**src/hdl/nbhu_pkg.sv**
```systemverilog
// Shared types, codes and the micro-op table of the Newmark-beta history update block.
`timescale 1ns / 1ps
`default_nettype none
package nbhu_pkg;

    localparam int WORD_W  = 48;
    localparam int HALF_W  = 24;
    localparam int PROD_W  = 2 * WORD_W;
    localparam int SUM_W   = WORD_W + 2;
    localparam int IDX_W   = 10;
    localparam int FUNC_W  = 3;
    localparam int NUM_COEF = 8;
    localparam int CIDX_W  = 3;
    localparam int STEP_W  = 4;

    // item kinds
    localparam logic [FUNC_W-1:0] F_INIT_DISP = 3'd0;
    localparam logic [FUNC_W-1:0] F_INIT_VEL  = 3'd1;
    localparam logic [FUNC_W-1:0] F_INIT_ACC  = 3'd2;
    localparam logic [FUNC_W-1:0] F_EFF_LOAD  = 3'd3;
    localparam logic [FUNC_W-1:0] F_UPDATE    = 3'd4;

    // multiplier A operand
    localparam logic [3:0] A_VB  = 4'd0;
    localparam logic [3:0] A_VC  = 4'd1;
    localparam logic [3:0] A_U1  = 4'd2;
    localparam logic [3:0] A_V1  = 4'd3;
    localparam logic [3:0] A_W1  = 4'd4;
    localparam logic [3:0] A_DU  = 4'd5;
    localparam logic [3:0] A_SM  = 4'd6;
    localparam logic [3:0] A_SD  = 4'd7;
    localparam logic [3:0] A_ACC = 4'd8;

    // multiplier B operand: coefficient a0..a7, or a value field
    localparam logic [3:0] B_C0 = 4'd0;
    localparam logic [3:0] B_C1 = 4'd1;
    localparam logic [3:0] B_C2 = 4'd2;
    localparam logic [3:0] B_C3 = 4'd3;
    localparam logic [3:0] B_C4 = 4'd4;
    localparam logic [3:0] B_C5 = 4'd5;
    localparam logic [3:0] B_C6 = 4'd6;
    localparam logic [3:0] B_C7 = 4'd7;
    localparam logic [3:0] B_VB = 4'd8;
    localparam logic [3:0] B_VC = 4'd9;

    // starting value of a sum
    localparam logic [1:0] BASE_ZERO = 2'd0;
    localparam logic [1:0] BASE_VA   = 2'd1;
    localparam logic [1:0] BASE_V1   = 2'd2;

    // sum destinations
    localparam logic [2:0] D_DIAG = 3'd0;
    localparam logic [2:0] D_SM   = 3'd1;
    localparam logic [2:0] D_SD   = 3'd2;
    localparam logic [2:0] D_EFF  = 3'd3;
    localparam logic [2:0] D_ACC  = 3'd4;
    localparam logic [2:0] D_VEL  = 3'd5;

    // one multiply-accumulate step
    typedef struct packed {
        logic [3:0] a_sel;
        logic [3:0] b_sel;
        logic       first;  // sum starts from base
        logic [1:0] base;
        logic       neg;    // subtract the product
        logic       last;   // clamp sum and store to dst
        logic [2:0] dst;
        logic       cut;    // program ends here for a constrained freedom
        logic       stop;   // program ends here
    } t_uop;

    // controller to datapath
    typedef struct packed {
        logic       load_in;
        logic       mem_rd;
        logic       load_hist;
        logic       mul_ld;
        logic       pp_en;
        logic [1:0] pp_sel;
        logic       rnd_en;
        logic       acc_en;
        t_uop       uop;
        logic       wb_en;
        logic       out_load;
        logic       clr_en;
    } t_cmd;

    // datapath to controller
    typedef struct packed {
        logic [FUNC_W-1:0] func;
        logic              cons;
        logic              out_free;
    } t_stat;

    function automatic t_uop f_mk(input logic [3:0] a, input logic [3:0] b,
                                  input logic first, input logic [1:0] base,
                                  input logic neg, input logic last,
                                  input logic [2:0] dst, input logic cut,
                                  input logic stop);
        t_uop u;
        u.a_sel = a;  u.b_sel = b;  u.first = first; u.base = base;
        u.neg = neg;  u.last = last; u.dst = dst;    u.cut = cut;
        u.stop = stop;
        return u;
    endfunction

    // micro-program: effective load (upd = 0) and update (upd = 1)
    function automatic t_uop f_uop(input logic upd, input logic [STEP_W-1:0] step);
        t_uop u;
        u = f_mk(A_VB, B_C0, 1'b0, BASE_ZERO, 1'b0, 1'b0, D_DIAG, 1'b0, 1'b1);
        if (!upd) begin
            case (step)
                4'd0: u = f_mk(A_VB, B_C0, 1'b1, BASE_ZERO, 1'b0, 1'b0, D_DIAG, 1'b0, 1'b0);
                4'd1: u = f_mk(A_VC, B_C1, 1'b0, BASE_ZERO, 1'b0, 1'b1, D_DIAG, 1'b1, 1'b0);
                4'd2: u = f_mk(A_U1, B_C0, 1'b1, BASE_ZERO, 1'b0, 1'b0, D_SM,   1'b0, 1'b0);
                4'd3: u = f_mk(A_V1, B_C2, 1'b0, BASE_ZERO, 1'b0, 1'b0, D_SM,   1'b0, 1'b0);
                4'd4: u = f_mk(A_W1, B_C3, 1'b0, BASE_ZERO, 1'b0, 1'b1, D_SM,   1'b0, 1'b0);
                4'd5: u = f_mk(A_U1, B_C1, 1'b1, BASE_ZERO, 1'b0, 1'b0, D_SD,   1'b0, 1'b0);
                4'd6: u = f_mk(A_V1, B_C4, 1'b0, BASE_ZERO, 1'b0, 1'b0, D_SD,   1'b0, 1'b0);
                4'd7: u = f_mk(A_W1, B_C5, 1'b0, BASE_ZERO, 1'b0, 1'b1, D_SD,   1'b0, 1'b0);
                4'd8: u = f_mk(A_SM, B_VB, 1'b1, BASE_VA,   1'b0, 1'b0, D_EFF,  1'b0, 1'b0);
                4'd9: u = f_mk(A_SD, B_VC, 1'b0, BASE_ZERO, 1'b0, 1'b1, D_EFF,  1'b0, 1'b1);
                default: u.stop = 1'b1;
            endcase
        end else begin
            case (step)
                4'd0: u = f_mk(A_DU,  B_C0, 1'b1, BASE_ZERO, 1'b0, 1'b0, D_ACC, 1'b0, 1'b0);
                4'd1: u = f_mk(A_V1,  B_C2, 1'b0, BASE_ZERO, 1'b1, 1'b0, D_ACC, 1'b0, 1'b0);
                4'd2: u = f_mk(A_W1,  B_C3, 1'b0, BASE_ZERO, 1'b1, 1'b1, D_ACC, 1'b0, 1'b0);
                4'd3: u = f_mk(A_ACC, B_C7, 1'b1, BASE_V1,   1'b0, 1'b0, D_VEL, 1'b0, 1'b0);
                4'd4: u = f_mk(A_W1,  B_C6, 1'b0, BASE_ZERO, 1'b0, 1'b1, D_VEL, 1'b0, 1'b1);
                default: u.stop = 1'b1;
            endcase
        end
        return u;
    endfunction

endpackage
`default_nettype wire

```
**src/hdl/nbhu_ctrl.sv**
```systemverilog
// Controller: clearing pass, item sequencing and micro-program stepping.
`timescale 1ns / 1ps
`default_nettype none
module nbhu_ctrl #(
    parameter int DOF_DEPTH = 1024,
    parameter int AW        = 10
) (
    input  wire logic            i_clk,
    input  wire logic            i_rst_n,
    input  wire logic            i_in_valid,
    output logic                 o_in_ready,
    input  wire nbhu_pkg::t_stat i_stat,
    output nbhu_pkg::t_cmd       o_cmd,
    output logic [AW-1:0]        o_clr_addr
);
    import nbhu_pkg::*;

    localparam logic [2:0] S_CLEAR = 3'd0;
    localparam logic [2:0] S_IDLE  = 3'd1;
    localparam logic [2:0] S_READ  = 3'd2;
    localparam logic [2:0] S_LOAD  = 3'd3;
    localparam logic [2:0] S_MUL   = 3'd4;
    localparam logic [2:0] S_WB    = 3'd5;
    localparam logic [2:0] S_DONE  = 3'd6;

    localparam logic [2:0] PH_LD  = 3'd0;
    localparam logic [2:0] PH_RND = 3'd5;
    localparam logic [2:0] PH_ACC = 3'd6;

    logic [2:0]        r_state, n_state;
    logic [2:0]        r_phase, n_phase;
    logic [STEP_W-1:0] r_step, n_step;
    logic [AW-1:0]     r_clr, n_clr;
    logic              r_upd, n_upd;
    t_uop              uop;
    logic              accept, is_calc;

    assign uop     = f_uop(r_upd, r_step);
    assign accept  = i_in_valid && o_in_ready;
    assign is_calc = (i_stat.func == F_EFF_LOAD) || (i_stat.func == F_UPDATE);

    // next state
    always_comb begin
        n_state = r_state;
        n_phase = r_phase;
        n_step  = r_step;
        n_clr   = r_clr;
        n_upd   = r_upd;
        case (r_state)
            S_CLEAR: begin
                n_clr = r_clr + AW'(1);
                if (r_clr == AW'(DOF_DEPTH - 1)) n_state = S_IDLE;
            end
            S_IDLE: begin
                if (accept) n_state = S_READ;
            end
            S_READ: n_state = S_LOAD;
            S_LOAD: begin
                n_upd   = (i_stat.func == F_UPDATE);
                n_step  = '0;
                n_phase = PH_LD;
                n_state = is_calc ? S_MUL : S_WB;
            end
            S_MUL: begin
                if (r_phase == PH_ACC) begin
                    n_phase = PH_LD;
                    if (uop.stop || (uop.cut && i_stat.cons)) n_state = S_WB;
                    else n_step = r_step + STEP_W'(1);
                end else begin
                    n_phase = r_phase + 3'd1;
                end
            end
            S_WB: n_state = S_DONE;
            S_DONE: begin
                if (i_stat.out_free) n_state = S_IDLE;
            end
            default: n_state = S_IDLE;
        endcase
    end

    always_ff @(posedge i_clk) begin
        if (!i_rst_n) begin
            r_state <= S_CLEAR;
            r_phase <= PH_LD;
            r_step  <= '0;
            r_clr   <= '0;
            r_upd   <= 1'b0;
        end else begin
            r_state <= n_state;
            r_phase <= n_phase;
            r_step  <= n_step;
            r_clr   <= n_clr;
            r_upd   <= n_upd;
        end
    end

    // commands
    always_comb begin
        o_cmd           = '0;
        o_cmd.uop       = uop;
        o_cmd.load_in   = accept;
        o_cmd.mem_rd    = (r_state == S_READ);
        o_cmd.load_hist = (r_state == S_LOAD);
        o_cmd.mul_ld    = (r_state == S_MUL) && (r_phase == PH_LD);
        o_cmd.pp_en     = (r_state == S_MUL) && (r_phase != PH_LD) && (r_phase < PH_RND);
        o_cmd.pp_sel    = 2'(r_phase - 3'd1);
        o_cmd.rnd_en    = (r_state == S_MUL) && (r_phase == PH_RND);
        o_cmd.acc_en    = (r_state == S_MUL) && (r_phase == PH_ACC);
        o_cmd.wb_en     = (r_state == S_WB);
        o_cmd.out_load  = (r_state == S_DONE) && i_stat.out_free;
        o_cmd.clr_en    = (r_state == S_CLEAR);
    end

    assign o_in_ready = (r_state == S_IDLE);
    assign o_clr_addr = r_clr;

    // no item is taken during the clearing pass
    a_no_accept_clear: assert property (@(posedge i_clk) disable iff (!i_rst_n)
        (r_state == S_CLEAR) |-> !o_in_ready)
        else $error("ready during clear");
    // an accepted word always starts a memory read next
    a_accept_read: assert property (@(posedge i_clk) disable iff (!i_rst_n)
        accept |=> (r_state == S_READ))
        else $error("accept not followed by read");
    // the micro-program never runs past its end
    a_step_bound: assert property (@(posedge i_clk) disable iff (!i_rst_n)
        (r_state == S_MUL) |-> (r_step <= STEP_W'(9)))
        else $error("step out of range");

endmodule
`default_nettype wire

```
**config.mk**
```make
export PLATFORM = sky130hd
export DESIGN_NAME = nbhu_ctrl
export DESIGN_NICKNAME = d
export VERILOG_FILES = /design/src/hdl/nbhu_pkg.sv /design/src/hdl/nbhu_ctrl.sv
export SDC_FILE = /design/constraint.sdc
export NUM_CORES = 1
export LEC_CHECK = 0
export BUFFER_PORTS_ARGS = -buffer_cell sky130_fd_sc_hd__buf_2
export CAP_MARGIN = 30
export CORE_MARGIN = 2
export CORE_UTILIZATION = 35
export DETAILED_ROUTE_END_ITERATION = 8
export PLACE_DENSITY = 0.68
export SLEW_MARGIN = 20
export SYNTH_ARGS = -nofsm -noshare
export SYNTH_HDL_FRONTEND = slang
export SYNTH_SLANG_ARGS = --single-unit
export TNS_END_PERCENT = 30
```
**constraint.sdc**
```tcl
create_clock -name i_clk -period 2.05 [get_ports i_clk]
set_clock_uncertainty 0.2 [all_clocks]
set_input_delay 0.205 -clock i_clk [delete_from_list [all_inputs] [get_ports i_clk]]
set_output_delay 0.205 -clock i_clk [all_outputs]
set_load 0.02 [all_outputs]
```
# == Word level (Yosys, flattened, before mapping) ==
# Cells that the tools add are included.
# totals
register_bits,21
output_inout_bits,41
inputBits,8
elab_cells,72
# classes
n_eq_ne,26
reduce_logical,19
add_sub_neg,4
n_mux,17
n_lt_le_gt_ge,1
# ops
operator,n
$pmux W16 S10,1
$pmux W17 S5,1
$pmux W3 S7,1
$eq A3 B3 Y1 const B,6
$mux W18,1
$mux W3,6
$eq A4 B3 Y1 const B,4
$add A10 B1 Y10 const B,1
$eq A10 B10 Y1 const B,1
$eq A3 B2 Y1 const B,3
$reduce_or A9 Y1,1
$eq A4 B2 Y1 const B,2
$eq A4 B4 Y1 const B,2
$logic_and A1 B1 Y1,8
$mux W4,2
$ne A2 B2 Y1 const B,4
$pmux W4 S2,1
$logic_not A3 Y1,2
$pmux W3 S2,1
$reduce_and A5 Y1,1
$add A4 B1 Y4 const B,1
$eq A4 B1 Y1 const B,1
$logic_not A4 Y1,1
$ne A2 B1 Y1 const B,2
10 further kinds,13

# == Depth between registers and ports, before layout ==
# logic_depth
word_depth,9
depth_mapped,8
mapped_depth_nobuf,7

# == Worst setup path after synthesis ==
# No wires, ideal clock.
# synth_timing
path_type,register -> output
from,register r_step[0]
to,output o_cmd[15] (netlist name)
setup_slack_ns,-0.404
arrival_time_ns,2.049
path_buffers,1
required_ns,1.645
stages_incl_launch_ff,6
path_cell_list,dfxtp_1 -> inv_1 -> ha_1 -> clkbuf_1 -> nor2_2 -> a2111oi_0
# synth_lines
element,line_no,text
start: declaration,nbhu_ctrl.sv:32,"logic [STEP_W-1:0] r_step, n_step;"
start signal: assignment,nbhu_ctrl.sv:91,r_step <= n_step;
end: declaration,nbhu_ctrl.sv:13,"output nbhu_pkg::t_cmd o_cmd,"

==> summary.txt <==
Timing
  • Setup TNS: -28.8 ps
  • Worst-margin pin slew: 553 ps
  • RSZ-0062 raised after global routing: true
  • Slew Limit Fails: 0
  • Hold WS: 39.4 ps
  • Crit share post-route: 1.01
  • FMAX: 0.481 GHz
  • Hold Fails Final Rpt: 0
  • Worst Slack Setup Final: -26.9 ps
  • Final Setup Violations: 2
  • Max-Slew Margin vs Limit: 0.631
  • Tmin final: 2080 ps

Routing
  • Antenna viol nets, final: 0
  • 1st-pass router iterations: 4
  • Vias: 1819
  • Post-DR wirelength/cell: 12.1 um
  • DRC: 0
  • WL final: 4.31 mm
  • Initial DRC Count: 133
  • Via density per instance: 5.10

Synth
  • Library cells used by synthesis: 55
  • Post-Synthesis Cell Area: 0.00173 mm2
  • Post-synth EDFFs: 0
  • Async SR Flop Fraction: 0
  • YS warnings: 0
  • Syn Area/Cell: 7.27 um2
  • Seq/Total Area, Yosys: 0.243
  • Ys flop type: dfxtp_1
  • #FFs+latches synth: 21
  • Gate Count Post-Synth: 238
  • Post-Syn Nets: 256

Placement
  • HPWL Detailed: 3.14 mm
  • Placed Cells: 352
  • Port buffer count: 48
  • Gpl congestion: 0.853
  • Post-place setup slack: 27.5 ps

Final layout
  • Net count, final: 309
  • Layout cell share with drive strength beyond 1: 0.348
  • Final core occ: 0.478
  • Commonest non-fill, non-tap cell in the layout: buf_2
  • Most frequent cells in the layout: buf_2 (44), nor2_1 (33), nand2_1 (24)
  • Inserted Diodes: 0
  • Layout Cells excl Fill: 357
  • Synth-to-Final Area Change: 31.5%

Run status
  • Failing checks: negative setup slack
  • Status: complete, but fails checks

Worst setup path
  • Crit Path Class: flop to output port
  • Slowest stage delay, CP: 380 ps
  • Worst-path maximum fanout: 10
  • Setup crit start kind: flop
  • Slowest CP cell: dfxtp_4
  • WP data required: 1640 ps
  • CP Cell Sequence: inv_4 > ha_4 > buf_6 > nand2b_1 > a221o_1 > a21oi_2 > buf_4
  • Worst endpoint data arrival time: 1670 ps
  • Worst R2R Setup Slack: 120 ps
  • Worst Setup End Kind: output port

Global routing
  • First-pass GRT wire length: 7.31 mm
  • Total track usage: 0.163
  • Via count of the first global-routing pass: 1596
  • Antenna violations before repair: 0
  • GR Overflow Total: 0
  • Largest net degree at the start of global routing: 19

Floorplanning
  • IO Count: 49
  • Initial Util: 0.364
  • Die area: 0.00552 mm2
  • Die X: 74.3 um
  • # rows: 25
  • Core area: 0.00475 mm2
  • Chip height: 74.3 um

CTS
  • Clock Pin Slew Worst Setup and Hold Paths: 80 ps
  • CTS buffer count: 3
  • TritonCTS clock tree: done
  • Longest Clk Path Bufs: 2
  • Worst skew pair latency: 260 ps
  • Clock Tree Root: clkbuf_8
  • Cts hold-fix bufs: 0
  • H-tree levels: 1
  • CTS sink cnt: 21

Power
  • Peak supply drop: 0.521 mV
  • Pwr/cell area: 324 mW/mm2
  • Leakage power: 0.957 nW

Min path
  • Hold/Removal Path Class: input port to flop

Run
  • Max_cap viols: 0
[sequential cells by signal (all words and copies together), names as in the netlist]
register    count
r_state         3
r_step          4
r_upd           1
o_clr_addr     10
r_phase         3
[report_power, final]
group          switching, mW  total (mW)  leakage (nW)  internal, mW
Sequential           0.00652       0.417         0.172         0.410
Combinational         0.0262      0.0436         0.759        0.0173
Clock                  0.141       0.277        0.0255         0.136
[worst max-delay path: cells and delay by family, from the launching register on]
family                   cells  cell delay, ps
AO/OA/AOI/OAI                2             430
adder cells (fa/ha/maj)      1             160
buffers and inverters        3             370
flip-flops                   1             380
AND/OR/NAND/NOR              1              70
[logic make-up (layout without fill, tap and decap cells)]
group	after synthesis	count (layout)	share of synthesized area
XOR/XNOR	8	8	0.0405
multiplexers	4	4	0.0231
AO/OA/AOI/OAI	57	57	0.230
AND/OR/NAND/NOR	106	106	0.309
flip-flops	21	21	0.243
buffers and inverters	32	84	0.0817
adder cells (fa/ha/maj)	10	10	0.0723
[layer usage]
metal,track usage,part of all wire
met5,0,0
met1,0.220,0.47
met2,0.263,0.45
met4,0.0556,0.019
met3,0.0312,0.053
[path summary, 6_finish.rpt]
path	startpoint	end	depth (start not counted)
setup / recovery	r_step[1]	o_cmd[18]	7
hold / removal	i_stat[2]	r_upd	4
setup reg to reg	r_step[0]	r_step[3]	7
hold reg to reg	r_phase[0]	r_phase[0]	2
[layout make-up]
cell class                      count  area, um2
Tap cell                           67       83.8
Fill cell                         493       2480
Clock buffer                        3       41.3
Sequential cell                    21        430
Timing Repair Buffer               64        382
Clock inverter                      1       5.00
Inverter                           16       65.1
Multi-Input combinational cell    185       1270
[cells in the mapped netlist (all sizes together), types with 3 or more instances]
cell type  count  share of area
nand3          3         0.0087
inv           16          0.035
ha            10          0.072
nor2          38          0.090
buf           10          0.034
nand2b         6          0.022
o21ai         18          0.052
and3           4          0.014
nor3          10          0.035
nand2         25          0.054
xor2           3          0.015
clkbuf         6          0.013
o31ai          3          0.013
dfxtp         21           0.24
a21oi         18          0.052
or3            4          0.014
xnor2          5          0.025
mux2i          4          0.023
and2           3          0.011
[metrics by stage]
stage | power, mW | instance area, um2
2_1_floorplan | 0.453 | 1740
3_3_place_gp | 0.471 | 2090
3_5_place_dp | 0.472 | 2090
4_1_cts | 0.744 | 2230
5_1_grt | 0.764 | 2270
6_report | 0.737 | 2270
[what timing repair did]
item	CTS	global route
setup endpoints to repair	13	16
buffers inserted	2	0
resized for setup	22	13
pin swaps	3	6
Note: power is estimated with default switching activity, not from simulation.
